[src/hdl/rk4_pkg.sv]
// Package: shared types, constants and helpers for the RK4 integrator.
`timescale 1ns / 1ps
package rk4_pkg;

  localparam int FracBits = 16;
  localparam int NumRegs  = 8;
  localparam int GainW    = 31;
  localparam int StepW    = 16;
  localparam int DataW    = 32;
  localparam int RegIdxW  = 3;

  localparam logic [RegIdxW-1:0] RegSpringX  = 3'd0;
  localparam logic [RegIdxW-1:0] RegSpringY  = 3'd1;
  localparam logic [RegIdxW-1:0] RegSpringZ  = 3'd2;
  localparam logic [RegIdxW-1:0] RegDampX    = 3'd3;
  localparam logic [RegIdxW-1:0] RegDampY    = 3'd4;
  localparam logic [RegIdxW-1:0] RegDampZ    = 3'd5;
  localparam logic [RegIdxW-1:0] RegInvMass  = 3'd6;
  localparam logic [RegIdxW-1:0] RegStepTime = 3'd7;

  // Datapath operations issued by the controller.
  typedef enum logic [3:0] {
    OpNone,
    OpLoad,     // latch axis state and force, clear accumulators
    OpKx,       // p = K * xs
    OpQv,       // p = Q * vs, acc = F - rnd(p_prev)
    OpSum,      // s = sat(acc - rnd(p))
    OpMass,     // p = invm * s
    OpKv,       // kv = sat(rnd(p)); accumulate weighted k
    OpHx,       // p = h * kx
    OpHv,       // p = h * kv, xs = sat(x + rnd(p_prev))
    OpStage,    // vs = sat(v + rnd(p))
    OpFinX,     // p = h * sumx (wide)
    OpFinV,     // xn = sat(x + p/6 ...), p = h * sumv
    OpFinW      // vn, write back
  } op_e;

  typedef struct packed {
    op_e        op;
    logic [1:0] axis;
    logic [1:0] stage;   // RK stage 0..3
  } cmd_t;

  typedef struct packed {
    logic done;
  } sts_t;

  function automatic logic signed [DataW-1:0] sat32(input logic signed [71:0] v);
    if (v > 72'sd2147483647) return 32'sh7fffffff;
    if (v < -72'sd2147483648) return 32'sh80000000;
    return v[DataW-1:0];
  endfunction

  // floor((p + 2^(sh-1)) / 2^sh)
  function automatic logic signed [71:0] rnd_shift(input logic signed [71:0] p,
                                                   input int unsigned sh);
    logic signed [71:0] n;
    n = p + (72'sd1 <<< (sh - 1));
    return n >>> sh;
  endfunction

endpackage

[src/hdl/rk4_ctrl.sv]
// Controller: sequences the RK4 operations over three axes.
`timescale 1ns / 1ps
module rk4_ctrl (
  input  logic          clk_i,
  input  logic          rst_ni,
  input  logic          start_i,
  output logic          busy_o,
  output rk4_pkg::cmd_t cmd_o,
  output rk4_pkg::sts_t sts_o
);
  import rk4_pkg::*;

  localparam logic [3:0] StIdle  = 4'd0;
  localparam logic [3:0] StLoad  = 4'd1;
  localparam logic [3:0] StKx    = 4'd2;
  localparam logic [3:0] StQv    = 4'd3;
  localparam logic [3:0] StSum   = 4'd4;
  localparam logic [3:0] StMass  = 4'd5;
  localparam logic [3:0] StKv    = 4'd6;
  localparam logic [3:0] StHx    = 4'd7;
  localparam logic [3:0] StHv    = 4'd8;
  localparam logic [3:0] StStage = 4'd9;
  localparam logic [3:0] StFinX  = 4'd10;
  localparam logic [3:0] StFinV  = 4'd11;
  localparam logic [3:0] StFinW  = 4'd12;
  localparam logic [3:0] StWb    = 4'd13;

  logic [3:0] state_q, state_d;
  logic [1:0] axis_q, axis_d, stage_q, stage_d;
  logic done_d;

  always_comb begin
    state_d = state_q; axis_d = axis_q; stage_d = stage_q; done_d = 1'b0;
    cmd_o.op = OpNone; cmd_o.axis = axis_q; cmd_o.stage = stage_q;
    unique case (state_q)
      StIdle:  if (start_i) begin state_d = StLoad; axis_d = '0; end
      StLoad:  begin cmd_o.op = OpLoad; stage_d = '0; state_d = StKx; end
      StKx:    begin cmd_o.op = OpKx; state_d = StQv; end
      StQv:    begin cmd_o.op = OpQv; state_d = StSum; end
      StSum:   begin cmd_o.op = OpSum; state_d = StMass; end
      StMass:  begin cmd_o.op = OpMass; state_d = StKv; end
      StKv:    begin
        cmd_o.op = OpKv;
        state_d = (stage_q == 2'd3) ? StFinX : StHx;
      end
      StHx:    begin cmd_o.op = OpHx; state_d = StHv; end
      StHv:    begin cmd_o.op = OpHv; state_d = StStage; end
      StStage: begin cmd_o.op = OpStage; stage_d = stage_q + 2'd1; state_d = StKx; end
      StFinX:  begin cmd_o.op = OpFinX; state_d = StFinV; end
      StFinV:  begin cmd_o.op = OpFinV; state_d = StFinW; end
      StFinW:  begin cmd_o.op = OpFinW; state_d = StWb; end
      StWb:    begin
        if (axis_q == 2'd2) begin
          state_d = StIdle; done_d = 1'b1;
        end else begin
          axis_d = axis_q + 2'd1; state_d = StLoad;
        end
      end
      default: state_d = StIdle;
    endcase
  end

  always_ff @(posedge clk_i or negedge rst_ni) begin
    if (!rst_ni) begin
      state_q <= StIdle; axis_q <= '0; stage_q <= '0; sts_o <= '0;
    end else begin
      state_q <= state_d; axis_q <= axis_d; stage_q <= stage_d;
      sts_o.done <= done_d;
    end
  end

  assign busy_o = (state_q != StIdle);

  a_axis_range: assert property (@(posedge clk_i) disable iff (!rst_ni)
    axis_q != 2'd3) else $error("axis counter out of range");
  a_done_idle: assert property (@(posedge clk_i) disable iff (!rst_ni)
    sts_o.done |-> state_q == StIdle) else $error("done while busy");
  a_start_leaves: assert property (@(posedge clk_i) disable iff (!rst_ni)
    (state_q == StIdle && start_i) |=> state_q == StLoad) else $error("start lost");

endmodule

[config.mk]
export PLATFORM = sky130hd
export DESIGN_NAME = rk4_ctrl
export DESIGN_NICKNAME = d
export VERILOG_FILES = /design/src/hdl/rk4_pkg.sv /design/src/hdl/rk4_ctrl.sv
export SDC_FILE = /design/constraint.sdc
export NUM_CORES = 1
export LEC_CHECK = 0
export ABC_AREA = 1
export BUFFER_PORTS_ARGS = -buffer_cell sky130_fd_sc_hd__buf_2
export CAP_MARGIN = 40
export CORE_AREA = 2 2 39 41
export DETAILED_ROUTE_END_ITERATION = 7
export DIE_AREA = 0 0 41 43
export SKIP_LAST_GASP = 1
export SLEW_MARGIN = 10
export SYNTH_ARGS = -nofsm -noshare
export SYNTH_HDL_FRONTEND = slang
export SYNTH_SLANG_ARGS = --single-unit
[constraint.sdc]
create_clock -name clk_i -period 1.55 [get_ports clk_i]
set_clock_uncertainty 0.05 [all_clocks]
set_input_delay 0.2325 -clock clk_i [delete_from_list [all_inputs] [get_ports clk_i]]
set_output_delay 0.2325 -clock clk_i [all_outputs]
set_load 0.005 [all_outputs]
---- Word-level counts from Yosys, hierarchy flattened ----
Cells that the tools add are included.
cells by class
  add/sub/neg operators ................... 2
  eq/ne operators ......................... 17
  muxes and demuxes ....................... 11
  reductions and logical operators ........ 6
operators by type and width
  cell                                            count
  case mux 4 bit (13 select lines)                1
  case mux 4 bit (12 select lines)                1
  == test 4 bit (second input constant)           6
  == test 4 x 3 -> 1 bit (second input constant)  4
  == test 4 x 2 -> 1 bit (second input constant)  2
  two-way mux 4 bit                               2
  case mux 2 bit (2 select lines)                 2
  adder 2 x 1 -> 2 bit (second input constant)    2
  == test 2 bit (second input constant)           2
  == test 4 x 1 -> 1 bit (second input constant)  1
  zero test 4 bit                                 1
  two-way mux 2 bit                               2
  != test 2 bit (second input constant)           2
  nonzero test 2 bit                              2
  nonzero test 4 bit                              1
  two-way mux 1 bit                               3
  AND reduction 3 bit                             1
  OR reduction 2 bit                              1
storage, ports and cells
  register bits ........................... 9
  input port bits ......................... 3

---- Longest topological paths before layout ----
  depth in word-level cells ............... 3
  mapped depth ............................ 8
  mapped depth without buffers ............ 8

---- Worst setup path before layout ----
OpenSTA, ideal clock, no wires.
  kind .................................... register -> register
  start point ............................. register state_q[1]
  end point ............................... register axis_q[0]
  setup time .............................. 0.117 ns
  data arrival time ....................... 0.975 ns
  required time ........................... 1.383 ns
  slack ................................... 0.409 ns
  stages on the path, launching flop included .. 7
  path through ............................ dfrtp_1 > nor2_2 > nand2_2 > nor2_2 > inv_2 > nand3_1 > nand2_1
between the ends
  cells in the longest elaborated chain, start to end .. 3
  elaborated cells on any way between the ends .. 7
  classes of those cells .................. eq/ne (3); mux (1); reduce/logical (3)
RTL lines
  element                                                               RTL line        text
  start, declared                                                       rk4_ctrl.sv:28  logic [3:0] state_q, state_d;
  start signal, assigned                                                rk4_ctrl.sv:67  state_q <= state_d; axis_q <= axis_d; stage_q <= stage_d;
  == test 4 bit or zero test 4 bit (tied branches)                      rk4_ctrl.sv:35  unique case (state_q)
  != test 2 bit (no source line) or nonzero test 2 bit (tied branches)  --
  AND reduction 3 bit (no source line)                                  --
  end signal, assigned                                                  rk4_ctrl.sv:67
  end, declared                                                         rk4_ctrl.sv:29  logic [1:0] axis_q, axis_d, stage_q, stage_d;
Parallel ways exist; a longest one is shown, timed or not.
A chain may end at the register's enable or synchronous reset.

---- Final worst setup path ----
  start point ............................. register state_q[1]
  end point ............................... output port busy_o
between the ends
  cells in the longest elaborated chain, start to end .. 1
RTL lines
  element             RTL line        text
  nonzero test 4 bit  rk4_ctrl.sv:72  assign busy_o = (state_q != StIdle);
  end, declared       rk4_ctrl.sv:7   output logic busy_o,
Every way passes these cells.

==> impl_metrics.csv <==
group,metric,value,unit
route,ant_nets,0,
synth,synthAdderAreaFrac,4.74,%
cts,root_buffer,"clkbuf_4",
route,vias,490,
sta,whs,0.181,ns
worst_setup_path,cp_slowest_cell,"dfrtp_2",
global_routing,met2_usage,21.9,%
sta,relSlewSlack,85.3,%
floorplan,num_rows,14,
synth,avgSynthCellArea,7.33,um2
worst_setup_path,worst-path-buf-inv,1,
worst_setup_path,cp.required,1.27,ns
worst_hold_path,hp-start,"start_i",
worst_setup_path,r2r_slack,0.33,ns
finish,multi_input_area,269,um2
global_routing,grt_pass1_wl,1790,um
global_routing,grt-ovfl-total,0,
synth,syn_area,528,um2
power,peakVddDrop,0.626,mV
flow_run,max_cap_violations,0,
cts,htree_levels,1,
worst_setup_path,cp.arrival,1.15,ns
power,totalPowerFinal,1.16,mW
synth,ys_warn_count,0,
sta,final-hold-violation-count,0,
worst_setup_path,cpLargestDelayFamily,"flip-flops",
floorplan,core_area,1380,um2
worst_setup_path,r2r-end,"axis_q[0]",
power,power_leakage,0.355,nW
sta,fin_crit,1.44,ns
placed_design,gp_congestion,0.774,
cts,worstSkewPairLatency,0.26,ns
finish,final_cells,105,
worst_setup_path,timing.rr.start,"state_q[1]",
worst_setup_path,slowest_delay,0.46,ns
cts,cts.sinks,9,
sta,rsz0062_at_grt,"no",
finish,num-nets-final,95,
worst_hold_path,holdPathEnd,"state_q[0]",
synth,syn-num-nets,77,
sta,finalCritPeriodShare,92.7,%
cts,cts_buffers,3,
synth,synth_top_family_by_area,"simple AND/OR/NAND/NOR gates",
synth,synthMuxAreaShare,0,%
cts,clk_pin_slew,0.06,ns
floorplan,initial_core_util,38.2,%
worst_setup_path,critical_path.max_fanout,6,
route,first_pass_iters,4,
route,wl,1090,um
sta,fin_ws,0.113,ns
finish,register_area,226,um2
placed_design,dpl-instance-area,608,um2
route,routedWlPerCell,10.4,um
worst_setup_path,cp-end-kind,"primary output",
synth,seq_area_frac_synth,42.7,%
finish,utilization,46.7,%
synth,synth_compound_area_share,9.48,%
synth,synthCells,72,
route,via_per_inst,4.67,
synth,ys_seq_elements,9,
global_routing,grt_pass1_vias,438,
finish,fillers,140,
placed_design,place_ws,0.314,ns
floorplan,io_pins,13,
floorplan,fp.dieArea,1760,um2
finish,syn_to_final_growth,22.3,%
finish,final_common_cell,"nand2_1",
sta,setup_viol,0,
global_routing,grt_max_degree,10,
floorplan,die-width,41,um
sta,clock.fmax,0.696,GHz
synth,synth-xor-area-share,0,%
synth,synth_top_area_share,42.7,%
synth,synthTopCellsByArea,"dfrtp_1 (43%), nand2_1 (14%), nor2_1 (9.2%), inv_1 (5.0%), ha_1 (4.7%)",
sta,worst_pin_slew,0.221,ns
status,status,"complete, no violations",
worst_setup_path,path_class,"reg2out",
route,post-route-drc-count,0,
floorplan,dieHeight,43,um
global_routing,globalRouteMet3Util,3.14,%
placed_design,placed_cells,100,
synth,synth_top_area_cell,"dfrtp_1",
worst_setup_path,r2r_cells,7,
sta,fin_tns_setup,0,ns
global_routing,grt-busiest-layer,"met2",
finish,fin_area,646,um2
worst_hold_path,hold_path.class,"in2reg",
worst_setup_path,crit_path_cell_trace,"nor2_2, nand2_2, buf_2",
synth,synth.distinct_cells,17,
synth,yosys.area_share.simple,36.7,%
cts,cts_tree,"yes",
finish,num_antenna_cells,0,
global_routing,antenna_found_initial,0,
finish,final_cell_mix,"nand2_1 (19), nor2_1 (13), buf_2 (12), dfrtp_1 (8), inv_1 (5)",
power,power.density,1790,nW/um2
placed_design,hpwl,878,um
worst_setup_path,start_kind,"flop",
sta,maxSlewViolCount,0,
placed_design,port_buffers,12,
route,first_iter_violations,13,
worst_hold_path,whs_path_depth,3,
global_routing,grtUsageMet1,19.9,%
global_routing,grt_use_total,15.6,%
cts,clockBufferDepth,2,
finish,drive_gt1_share,29.2,%
==> cells by family (layout without fill, tap and decap cells) <==
logic type,count (synthesis),after routing
AO/OA/AOI/OAI,9,9
buffers and inverters,9,26
AND/OR/NAND/NOR,43,43
flip-flops,9,9
adder cells (fa/ha/maj),2,2
==> worst reg2reg max path, stage by stage (launching register included) <==
cell and delay [ns]:
dfrtp_2 0.46, nor2_2 0.18, nand2_2 0.12, nor2_2 0.12
inv_2 0.05, nand2_1 0.08, nand2_1 0.05, nand2_1 0.05
==> per-layer routing <==
metal / share of wire (%) / wire (um) / vias up
met5: 0 / 0 / -
met4: 0.82 / 9 / 0
met3: 4.9 / 54 / 2
met2: 46 / 501 / 10
met1: 48 / 528 / 215
li1: - / - / 263
==> final cells by class <==
cell class                      count  area share [%]
Tap cell                           16            3.10
Timing Repair Buffer               13            10.9
Inverter                            9            5.23
Multi-Input combinational cell     54            41.7
Clock buffer                        4            4.07
Sequential cell                     9            35.1
==> registers in the layout, indices dropped and copies added, names as in the netlist <==
| signal | flops |
|---|---|
| sts_o | 1 |
| state_q | 4 |
| stage_q | 2 |
| axis_q | 2 |
==> repair_timing <==
item / CTS / global route
resized for setup: 0 / 3
hold endpoints to repair: 9 / 0
setup buffers: 0 / 0
hold buffers: 1 / 0
setup endpoints to repair: 0 / 2
==> power by group <==
part | switching (mW) | total [mW] | internal [mW] | leakage [nW]
Sequential | 0.104 | 0.417 | 0.313 | 0.117
Combinational | 0.334 | 0.560 | 0.226 | 0.223
Clock | 0.0814 | 0.181 | 0.0992 | 0.0150
==> how the worst max path moves through the flow <==
| stage | start | endpoint | slack [ns] | depth (start not counted) |
|---|---|---|---|---|
| floorplan | state_q[1] | axis_q[0] | 0.41 | 6 |
| global placement | state_q[1] | axis_q[0] | 0.30 | 6 |
| detailed placement | state_q[1] | cmd_o[7] | 0.31 | 4 |
| CTS | state_q[1] | cmd_o[7] | 0.02 | 4 |
| global route | state_q[0] | cmd_o[7] | 0.02 | 4 |
| finish | state_q[1] | busy_o | 0.11 | 3 |
==> synthesized netlist by cell type (all sizes together) <==
cell,instances
ha,2
nor2,16
nand2,21
o211ai,1
nand3b,1
dfrtp,9
nand3,5
a31oi,1
inv,9
o22ai,1
o21ai,2
a21oi,4
No activity file was read; power rests on OpenSTA's default activity.
